**src/design/sbcp_pkg.sv**
```systemverilog
// Shared types and constants for the start-byte checksum frame parser.
// No dependencies; every other design file refers to this package by scoped names.

package sbcp_pkg;

    // Input item kinds
    localparam logic MODE_BYTE = 1'b0;
    localparam logic MODE_TICK = 1'b1;

    // Result event codes
    typedef enum logic [1:0] {
        EV_NONE     = 2'd0,
        EV_ACCEPT   = 2'd1,
        EV_MISMATCH = 2'd2,
        EV_TIMEOUT  = 2'd3
    } event_t;

    // Configuration register indexes (byte address = 4 * index)
    localparam int          CFG_ADDR_W   = 4;
    localparam logic [1:0]  REG_START    = 2'd0;
    localparam logic [1:0]  REG_TIMEOUT  = 2'd1;
    localparam logic [1:0]  REG_WINDOW   = 2'd2;

    // Register reset values
    localparam logic [7:0]  START_RESET   = 8'd1;
    localparam logic [15:0] TIMEOUT_RESET = 16'd2000;
    localparam logic [23:0] WINDOW_RESET  = 24'd1000000;

    // Saturation limits of the counters
    localparam logic [15:0] GAP_MAX = 16'hFFFF;
    localparam logic [23:0] AGE_MAX = 24'hFFFFFF;

    // One input transfer
    typedef struct packed {
        logic       mode;
        logic [7:0] rx_byte;
    } item_t;

    // One output transfer
    typedef struct packed {
        logic [1:0]        event_res;
        logic signed [7:0] steer_angle;
        logic [7:0]        throttle_level;
        logic [7:0]        button_bits;
        logic              link_valid;
    } result_t;

    // Configuration as seen by the parser core
    typedef struct packed {
        logic [7:0]  start_value;
        logic [15:0] byte_timeout;
        logic [23:0] valid_window;
    } cfg_t;

endpackage

```
**src/design/sbcp_apb.sv**
```systemverilog
// APB-style configuration register file for the frame parser.
// Depends on sbcp_pkg for the register indexes, reset values and cfg_t.

module sbcp_apb
(
    input  logic                         clk,
    input  logic                         rst_n,
    input  logic                         psel,
    input  logic                         penable,
    input  logic                         pwrite,
    input  logic [sbcp_pkg::CFG_ADDR_W-1:0] paddr,
    input  logic [31:0]                  pwdata,
    output logic [31:0]                  prdata,
    output logic                         pready,
    output sbcp_pkg::cfg_t               cfg
);

    logic [7:0]  start_value_reg;
    logic [15:0] byte_timeout_reg;
    logic [23:0] valid_window_reg;
    logic        wr_en;
    logic [1:0]  reg_idx;

    assign pready  = 1'b1;
    assign wr_en   = psel && penable && pwrite;
    assign reg_idx = paddr[3:2];

    // Register writes
    always_ff @(posedge clk or negedge rst_n)
    begin
        if (!rst_n)
        begin
            start_value_reg  <= sbcp_pkg::START_RESET;
            byte_timeout_reg <= sbcp_pkg::TIMEOUT_RESET;
            valid_window_reg <= sbcp_pkg::WINDOW_RESET;
        end
        else if (wr_en)
        begin
            case (reg_idx)
                sbcp_pkg::REG_START:   start_value_reg  <= pwdata[7:0];
                sbcp_pkg::REG_TIMEOUT: byte_timeout_reg <= pwdata[15:0];
                sbcp_pkg::REG_WINDOW:  valid_window_reg <= pwdata[23:0];
                default: ;
            endcase
        end
    end

    // Read mux
    always_comb
    begin
        case (reg_idx)
            sbcp_pkg::REG_START:   prdata = {24'd0, start_value_reg};
            sbcp_pkg::REG_TIMEOUT: prdata = {16'd0, byte_timeout_reg};
            sbcp_pkg::REG_WINDOW:  prdata = {8'd0, valid_window_reg};
            default:               prdata = 32'd0;
        endcase
    end

    assign cfg.start_value  = start_value_reg;
    assign cfg.byte_timeout = byte_timeout_reg;
    assign cfg.valid_window = valid_window_reg;

endmodule

```
**src/design/sbcp_core.sv**
```systemverilog
// Parser state and combinational step logic: framing, checksum, timeouts, link age.
// Depends on sbcp_pkg for item_t, result_t, cfg_t and the event codes.

module sbcp_core
(
    input  logic              clk,
    input  logic              rst_n,
    input  logic              fire,
    input  sbcp_pkg::item_t   item,
    input  sbcp_pkg::cfg_t    cfg,
    output sbcp_pkg::result_t result
);

    typedef enum logic [4:0] {
        PH_HUNT  = 5'b00001,
        PH_STEER = 5'b00010,
        PH_THROT = 5'b00100,
        PH_BTN   = 5'b01000,
        PH_CHECK = 5'b10000
    } phase_t;

    phase_t           phase_reg, phase_next;
    logic [15:0]      gap_count_reg, gap_count_next;
    logic [23:0]      age_count_reg, age_count_next;
    logic [7:0]       frame_reg [3];
    logic [7:0]       frame_next [3];
    logic [7:0]       pub_reg [3];
    logic [7:0]       pub_next [3];
    logic [15:0]      gap_inc;
    logic [7:0]       byte_sum;
    sbcp_pkg::event_t ev;

    assign byte_sum = frame_reg[0] + frame_reg[1] + frame_reg[2];
    assign gap_inc  = (gap_count_reg == sbcp_pkg::GAP_MAX) ? gap_count_reg
                                                           : gap_count_reg + 16'd1;

    // Step for one item
    always_comb
    begin
        phase_next     = phase_reg;
        gap_count_next = gap_count_reg;
        age_count_next = age_count_reg;
        frame_next     = frame_reg;
        pub_next       = pub_reg;
        ev             = sbcp_pkg::EV_NONE;

        if (item.mode == sbcp_pkg::MODE_BYTE)
        begin
            case (phase_reg)
                PH_HUNT:
                begin
                    if (item.rx_byte == cfg.start_value)
                    begin
                        phase_next     = PH_STEER;
                        gap_count_next = 16'd0;
                    end
                end
                PH_STEER:
                begin
                    frame_next[0]  = item.rx_byte;
                    phase_next     = PH_THROT;
                    gap_count_next = 16'd0;
                end
                PH_THROT:
                begin
                    frame_next[1]  = item.rx_byte;
                    phase_next     = PH_BTN;
                    gap_count_next = 16'd0;
                end
                PH_BTN:
                begin
                    frame_next[2]  = item.rx_byte;
                    phase_next     = PH_CHECK;
                    gap_count_next = 16'd0;
                end
                PH_CHECK:
                begin
                    if (byte_sum == item.rx_byte)
                    begin
                        pub_next       = frame_reg;
                        age_count_next = 24'd0;
                        ev             = sbcp_pkg::EV_ACCEPT;
                    end
                    else
                    begin
                        ev = sbcp_pkg::EV_MISMATCH;
                    end
                    phase_next     = PH_HUNT;
                    gap_count_next = 16'd0;
                end
                default:
                begin
                    phase_next     = PH_HUNT;
                    gap_count_next = 16'd0;
                end
            endcase
        end
        else
        begin
            // Tick: age advances until it saturates, gap only inside a frame
            if (age_count_reg != sbcp_pkg::AGE_MAX)
            begin
                age_count_next = age_count_reg + 24'd1;
            end
            if (phase_reg != PH_HUNT)
            begin
                if (gap_inc >= cfg.byte_timeout)
                begin
                    phase_next     = PH_HUNT;
                    gap_count_next = 16'd0;
                    ev             = sbcp_pkg::EV_TIMEOUT;
                end
                else
                begin
                    gap_count_next = gap_inc;
                end
            end
        end
    end

    // Status of this item
    assign result.event_res      = ev;
    assign result.steer_angle    = pub_next[0];
    assign result.throttle_level = pub_next[1];
    assign result.button_bits    = pub_next[2];
    assign result.link_valid     = (age_count_next < cfg.valid_window);

    // Control state
    always_ff @(posedge clk or negedge rst_n)
    begin
        if (!rst_n)
        begin
            phase_reg     <= PH_HUNT;
            gap_count_reg <= 16'd0;
            age_count_reg <= 24'd0;
            pub_reg[0]    <= 8'd0;
            pub_reg[1]    <= 8'd0;
            pub_reg[2]    <= 8'd0;
        end
        else if (fire)
        begin
            phase_reg     <= phase_next;
            gap_count_reg <= gap_count_next;
            age_count_reg <= age_count_next;
            pub_reg       <= pub_next;
        end
    end

    // Frame payload bytes, written before read
    always_ff @(posedge clk)
    begin
        if (fire)
        begin
            frame_reg <= frame_next;
        end
    end

    // Gap counter only runs inside a frame
    a_gap_idle: assert property (@(posedge clk) disable iff (!rst_n)
        (phase_reg == PH_HUNT) |-> (gap_count_reg == 16'd0))
        else $error("gap count nonzero while hunting");

    // Accepted frame restarts the link age
    a_accept_age: assert property (@(posedge clk) disable iff (!rst_n)
        (fire && ev == sbcp_pkg::EV_ACCEPT) |=> (age_count_reg == 24'd0))
        else $error("age not cleared after accepted frame");

    // Any event ends the frame
    a_event_hunt: assert property (@(posedge clk) disable iff (!rst_n)
        (fire && ev != sbcp_pkg::EV_NONE) |=> (phase_reg == PH_HUNT))
        else $error("parser not hunting after frame event");

endmodule

```
**src/design/start_byte_checksum_frame_parser.sv**
```systemverilog
// Top level of the start-byte checksum frame parser: input and result registers.
// Depends on sbcp_pkg, sbcp_apb and sbcp_core.

// Each input transfer is either a received UART byte or a one-microsecond tick, and
// each gives exactly one result transfer: the event of that item (none, frame
// accepted, checksum mismatch, inter-byte timeout), the last accepted steering,
// throttle and button bytes, and whether the link is still valid. An item passes from
// the input register through the core to the result register; one item is accepted
// every clock while out_stall stays low, and out_valid rises once the item has reached
// the result register. Registers (start byte at 0x0, byte timeout at 0x4, valid window
// at 0x8) must be written through the APB port only while the block is idle; the block
// itself does not enforce this. The link reads valid right after reset.

module start_byte_checksum_frame_parser
(
    input  logic                            clk,
    input  logic                            rst_n,
    input  logic                            in_valid,
    output logic                            in_stall,
    input  sbcp_pkg::item_t                 in_data,
    output logic                            out_valid,
    input  logic                            out_stall,
    output sbcp_pkg::result_t               out_data,
    input  logic                            psel,
    input  logic                            penable,
    input  logic                            pwrite,
    input  logic [sbcp_pkg::CFG_ADDR_W-1:0] paddr,
    input  logic [31:0]                     pwdata,
    output logic [31:0]                     prdata,
    output logic                            pready
);

    sbcp_pkg::cfg_t    cfg;
    sbcp_pkg::item_t   s1_item_reg;
    logic              s1_valid_reg, s1_valid_next;
    logic              out_valid_reg;
    sbcp_pkg::result_t out_result_reg;
    sbcp_pkg::result_t core_result;
    logic              advance;
    logic              in_xfer;
    logic              fire;

    // Pipeline control
    assign advance       = !out_valid_reg || !out_stall;
    assign in_stall      = s1_valid_reg && !advance;
    assign in_xfer       = in_valid && !in_stall;
    assign fire          = s1_valid_reg && advance;
    assign s1_valid_next = in_xfer || (s1_valid_reg && !advance);

    sbcp_apb u_apb
    (
        .clk     (clk),
        .rst_n   (rst_n),
        .psel    (psel),
        .penable (penable),
        .pwrite  (pwrite),
        .paddr   (paddr),
        .pwdata  (pwdata),
        .prdata  (prdata),
        .pready  (pready),
        .cfg     (cfg)
    );

    sbcp_core u_core
    (
        .clk    (clk),
        .rst_n  (rst_n),
        .fire   (fire),
        .item   (s1_item_reg),
        .cfg    (cfg),
        .result (core_result)
    );

    // Input register
    always_ff @(posedge clk or negedge rst_n)
    begin
        if (!rst_n)
        begin
            s1_valid_reg <= 1'b0;
        end
        else
        begin
            s1_valid_reg <= s1_valid_next;
        end
    end

    always_ff @(posedge clk)
    begin
        if (in_xfer)
        begin
            s1_item_reg <= in_data;
        end
    end

    // Result register
    always_ff @(posedge clk or negedge rst_n)
    begin
        if (!rst_n)
        begin
            out_valid_reg <= 1'b0;
        end
        else if (advance)
        begin
            out_valid_reg <= s1_valid_reg;
        end
    end

    always_ff @(posedge clk)
    begin
        if (fire)
        begin
            out_result_reg <= core_result;
        end
    end

    assign out_valid = out_valid_reg;
    assign out_data  = out_result_reg;

    // A held item stays in the input register while the output is blocked
    a_s1_hold: assert property (@(posedge clk) disable iff (!rst_n)
        (s1_valid_reg && out_valid_reg && out_stall) |=> s1_valid_reg)
        else $error("input register dropped an item under stall");

    // An item that moves on shows up as a result next cycle
    a_s1_to_out: assert property (@(posedge clk) disable iff (!rst_n)
        fire |=> out_valid_reg)
        else $error("processed item did not reach the result register");

    // With an empty result register the input side never stalls
    a_no_stall_empty: assert property (@(posedge clk) disable iff (!rst_n)
        !out_valid_reg |-> !in_stall)
        else $error("input stalled with empty result register");

endmodule

```
**config.mk**
```make
export PLATFORM = sky130hd
export DESIGN_NAME = start_byte_checksum_frame_parser
export DESIGN_NICKNAME = d
export VERILOG_FILES = /design/src/design/sbcp_pkg.sv /design/src/design/sbcp_apb.sv /design/src/design/sbcp_core.sv /design/src/design/start_byte_checksum_frame_parser.sv
export SDC_FILE = /design/constraint.sdc
export NUM_CORES = 1
export LEC_CHECK = 0
export BUFFER_PORTS_ARGS = -buffer_cell sky130_fd_sc_hd__buf_2
export CAP_MARGIN = 25
export CORE_ASPECT_RATIO = 1.4
export CORE_MARGIN = 10
export CORE_UTILIZATION = 43
export DETAILED_ROUTE_END_ITERATION = 10
export PLACE_DENSITY = 0.7
export SETUP_SLACK_MARGIN = 0.2
export SKIP_LAST_GASP = 1
export SLEW_MARGIN = 20
export SYNTH_ARGS = -nofsm -noshare
export SYNTH_HDL_FRONTEND = slang
export SYNTH_SLANG_ARGS = --single-unit
```
**constraint.sdc**
```tcl
create_clock -name clk -period 4 [get_ports clk]
set_input_delay 0.8 -clock clk [delete_from_list [all_inputs] [get_ports clk]]
set_output_delay 0.8 -clock clk [all_outputs]
set_load 0.005 [all_outputs]
```
After elaboration in Yosys (flattened, before gate mapping)
Index checks and enable logic that the tools add are counted.

word-level totals
  memories = 0
  register bits = 179
  logic and storage cells = 87
  memory bits (writable) = 0
  ROM bits = 0
  bits of input ports = 52
  output and inout bits = 62
  latch bits = 0

cells by class
  order comparisons = 2
  bitwise logic cells = 1
  divide/modulo/power cells = 0
  multiply operators = 0
  add/sub/neg operators = 4
  reductions and logical operators = 20
  equal/unequal tests = 15
  shifts and indexed selects = 0
  muxes and demuxes = 24

operators with widths
  kind                                                             count
  24-bit 2-to-1 mux                                                7
  16-bit 2-to-1 mux                                                6
  24-bit case mux with 3 select lines                              1
  24-bit by 1-bit adder with 24-bit output, second input constant  1
  24-bit less-than comparator                                      1
  24-bit != test, second input constant                            1
  5-bit 2-to-1 mux                                                 4
  5-bit case mux with 4 select lines                               1
  16-bit by 1-bit adder with 16-bit output, second input constant  1
  8-bit adder                                                      2
  16-bit == test, second input constant                            1
  8-bit == test                                                    2
  16-bit greater-or-equal comparator                               1
  3-bit AND reduction                                              4
  2-bit 2-to-1 mux                                                 5
  2-bit AND reduction                                              3
  5-bit by 1-bit == test with 1-bit output, second input constant  1
  5-bit by 2-bit == test with 1-bit output, second input constant  1
  5-bit by 3-bit == test with 1-bit output, second input constant  1
  5-bit by 4-bit == test with 1-bit output, second input constant  1
  5-bit == test, second input constant                             1
  1-bit logical AND                                                5
  5-bit by 1-bit != test with 1-bit output, second input constant  1
  1-bit logical NOT                                                4
  8 further kinds                                                  10

Logic depth before layout (Yosys ltp)
  depth in word-level cells = 7
  mapped depth = 20

Modules after synthesis
From an unflattened synthesis, not the netlist that was laid out.

unflattened totals
  cells, all modules = 934
  area total of the unflattened synthesis = 10269.8 sq um

modules (own cells, without submodules)
  module                            instances  area each (sq um)  cells each
  sbcp_core                         1          6831.6             728
  sbcp_apb                          1          2264.7             162
  start_byte_checksum_frame_parser  1          1173.6             44

Worst setup path after synthesis
Ideal clock, no wire load.

  path kind = reg2reg
  start = register u_core.frame_reg[1] in the netlist's numbering
  end = register out_result_reg, in the netlist out_data[0] (data pin)
  library setup time = 0.274 ns
  cell stages (with the launch flop) = 19
  period minus slack after synthesis = 4.332 ns
  arrival time = 4.058 ns
  required time = 3.726 ns
  slack = -0.332 ns
  path through = edfxtp_1 > fa_1 > ha_1 > fa_1 > nand3_1 > nand2_1 > a31oi_1 > xnor2_1 > or4_1 > buf_2 > clkbuf_1 > nand3_1 > o21ai_0 > ha_1 > nand4_1 > nor4_1 > o31ai_1 > o211ai_1 > a31oi_1

RTL lines
  what                      line                                     text
  start: declaration        sbcp_core.sv:25                          logic [7:0] frame_reg [3];
  start signal: assignment  sbcp_core.sv:154                         frame_reg <= frame_next;
  end signal: assignment    start_byte_checksum_frame_parser.sv:112  out_result_reg <= core_result;
  end: declaration          start_byte_checksum_frame_parser.sv:37   sbcp_pkg::result_t out_result_reg;

==> flow_summary.yaml <==
setup_path:
  timing.rr.start: "u_core.frame_reg[17]"
  crit_path_max_fanout: 10
  reg2regPathDepth: 19
  rrSetupSlack_ns: -0.58
  reg2reg_to: "out_data[0]"
  crit_arrival_ns: 4.76
  critPathLaunchType: "flip-flop"
  crit_type: "reg -> reg"
  worst_setup_path_end_kind: "flip-flop"
  cp_data_required_time_ns: 4.18
pwr:
  finalPower_mw: 5.015
  static-leakage-power_nw: 5.580
  vdd_drop_max_mv: 0.3104
  power.density_mw_per_mm2: 411.2
synthesis:
  synthArstFlopShare_pct: 66.48
  synth_seq_area_share_pct: 49.64
  synth_edf_count: 60
  ys.flop_type: "dfrtp_1"
  ys_ff_latch: 179
  synth.distinct_cells: 59
  syn-cell-area_mm2: 0.009666
  syn_inst: 949
  postSynthAreaPerCell_um2: 10.18
  yosys_warnings: 0
floorplanning:
  core-area_mm2: 0.02202
  initial_core_util_pct: 43.89
  row_count: 64
  pin_count: 114
  die_height_um: 197.4
  dieArea_mm2: 0.02896
  dieWidth_um: 146.7
run_status:
  violations: "negative setup slack"
  status: "finished, violations left"
clocking:
  numClockSinks: 179
  clkLatencyLatePin_ns: 0.45
  cts_root_buf: "clkbuf_16"
  clockBufferDepth: 2
  cts_tree: "built"
  clk_pin_slew_worst_paths_ns: 0.07
  numCtsBuffers: 17
  htree_levels: 4
timing:
  setup_tns_ns: -19.28
  setup_viol: 53
  maxSlewHeadroom_pct: 39.58
  fmax_mhz: 218.5
  fin_crit_ns: 4.578
  finalHoldViolCount: 0
  fin_worst_skew_ns: 0.01140
  fin_crit_sh_pct: 114.4
  fin_ws_ns: -0.5777
  slew_violations: 0
  rsz0062_at_grt: "yes"
  tightest_slew_ns: 0.9030
route:
  routed_wl_um: 25220
  via_per_inst: 5.411
  vias: 7727
  drc: 0
  antenna_left: 0
  first_pass_iters: 5
  initialDrtViolationCount: 449
  post_drt_wl_per_cell_um: 17.66
grt:
  grt_max_degree: 64
  grt_pass1_vias: 7420
  grt_pass1_wl_um: 37630
  grt_usage_pct: 16.03
  antenna_found_initial: 2
  grt-ovfl-total: 0
cells_and_area:
  final_nets: 1224
  largest_reg_flops: 27
  fin_area_mm2: 0.01220
  drive_above_1_share_pct: 31.24
  area_delta_synth_final_pct: 26.19
  instances_no_fill: 1428
placement:
  portBuffers: 94
  place_area_mm2: 0.01086
  gp_congestion: 0.8731
  place_inst: 1363
  place_hpwl_um: 17250
hold_path:
  hold_class: "in -> async"
run:
  maxCapViolCount: 0
synth_stat cells (2+ instances only):
cell / count / share of area [%]
o21ai_0: 80 / 4.1
nand3_1: 48 / 2.5
edfxtp_1: 60 / 19
nor3_1: 25 / 1.3
nor2_1: 24 / 0.93
xor2_1: 20 / 1.8
or2_2: 2 / 0.13
a31oi_1: 4 / 0.26
o41ai_1: 4 / 0.36
mux2_2: 51 / 5.9
nand2b_1: 8 / 0.52
dfstp_2: 15 / 4.1
buf_2: 5 / 0.26
conb_1: 2 / 0.078
a211o_1: 2 / 0.18
nor4_1: 6 / 0.39
nand3b_1: 4 / 0.31
clkbuf_1: 28 / 1.1
inv_1: 45 / 1.7
ha_1: 47 / 6.1
buf_6: 2 / 0.23
nor2b_1: 6 / 0.39
buf_1: 2 / 0.078
xnor2_1: 16 / 1.4
dfrtp_1: 104 / 27
and4_1: 4 / 0.36
a22o_1: 8 / 0.72
buf_4: 9 / 0.70
nor3b_1: 2 / 0.16
o211ai_1: 3 / 0.23
a21oi_1: 31 / 1.6
mux2i_1: 10 / 1.0
or4_1: 2 / 0.16
and3_1: 12 / 0.78
a21o_1: 18 / 1.4
nand4_1: 20 / 1.3
and2_1: 12 / 0.78
or3_1: 10 / 0.65
o21a_1: 3 / 0.23
nand2_1: 162 / 6.3
o31ai_1: 6 / 0.47
o21bai_1: 3 / 0.23
fa_1: 8 / 1.7
stage by stage:
| step | setup WS (ns) | hold WS [ns] | util, % |
|---|---|---|---|
| after floorplan | -0.1269 | 0.4574 | - |
| after global placement | -0.5426 | 0.4730 | 49.30 |
| after detailed placement | -0.6572 | 0.4934 | 49.30 |
| after CTS | -0.5615 | 0.5043 | 52.47 |
| after global routing | -0.7346 | 0.5100 | 55.39 |
| final | -0.5777 | 0.4435 | 55.39 |
critical path, cell delays in order, from the launching register on:
cell and delay, ns:
edfxtp_1 0.43, fa_1 0.53, ha_2 0.21, fa_2 0.37, nand3_2 0.08, nand2_2 0.09, xnor2_1 0.24, nand4_1 0.16
or4_4 0.53, buf_8 0.17, buf_12 0.14, nand3_1 0.07, o21ai_1 0.08, ha_1 0.31, nand4_1 0.18, nor4_2 0.36
buf_4 0.17, o31ai_1 0.06, o211ai_1 0.08, a31oi_1 0.07
cell families after synthesis:
| kind of cell | synth area share [%] |
|---|---|
| AO/OA/AOI/OAI | 11.00 |
| flip-flops | 49.64 |
| AND/OR/NAND/NOR | 17.15 |
| other | 0.07770 |
| adder cells (fa/ha/maj) | 7.741 |
| buffers and inverters | 4.142 |
| XOR/XNOR | 3.262 |
| multiplexers | 6.977 |
cell type report:
| class | instances | area, µm² |
|---|---|---|
| Multi-Input combinational cell | 685 | 4888 |
| Clock inverter | 14 | 162.7 |
| Clock buffer | 18 | 429.2 |
| Tap cell | 297 | 371.6 |
| Timing Repair Buffer | 188 | 1369 |
| Antenna cell | 1 | 2.502 |
| Sequential cell | 179 | 4801 |
| Fill cell | 1854 | 9824 |
| Inverter | 46 | 172.7 |
power breakdown:
group	total, mW	switching [mW]	internal [mW]
logic	1.05	0.578	0.470
clock network	1.69	0.796	0.890
registers	2.28	0.172	2.11
total	5.02	1.55	3.47
per-layer routing:
layer | up-vias | GRT usage (%) | share of wire (%) | wire length (µm)
li1 | 3695 | - | - | -
met2 | 192 | 29.18 | 54 | 13580
met5 | - | 0 | 0.028 | 7
met4 | 2 | 5.983 | 2.8 | 707
met3 | 50 | 3.691 | 4.5 | 1130
met1 | 3788 | 17.74 | 39 | 9788
worst max-delay path by stage:
| stage | from | end | slack [ns] | cells after the start |
|---|---|---|---|---|
| 6_report | u_core.frame_reg[17] | out_data[0] | -0.58 | 19 |
| 3_5_place_dp | u_core.frame_reg[17] | out_data[0] | -0.66 | 20 |
| 2_1_floorplan | u_core.frame_reg[17] | out_data[0] | -0.13 | 16 |
| 3_3_place_gp | u_core.frame_reg[17] | out_data[0] | -0.54 | 20 |
| 5_1_grt | u_core.frame_reg[17] | out_data[0] | -0.73 | 18 |
| 4_1_cts | u_core.frame_reg[1] | u_core.pub_reg[4] | -0.56 | 19 |
cell usage in the layout, fill, tap and decap left out, types with 15 or more instances in the layout:
cell type and count:
nand2_1 131, dfrtp_1 102, buf_2 93, buf_4 72
o21ai_0 68, edfxtp_1 60, inv_1 45, ha_1 44
nand3_1 43, a21oi_1 28, mux2_2 26, mux2_4 25
nor2_1 24, nor3_1 24, nand2_2 23, nand4_1 20
xor2_1 20, clkbuf_16 20, a21o_1 18, xnor2_1 16
dfstp_2 15
repair_timing:
action / 4_1_cts / 5_1_grt
setup buffers: 11 / 16
hold buffers: 0 / 0
cloned: 0 / 5
pin swaps: 9 / 76
resized for setup: 7 / 117
endpoints found under the setup margin: 1 / 69
Power figures use the tool's default switching activity.
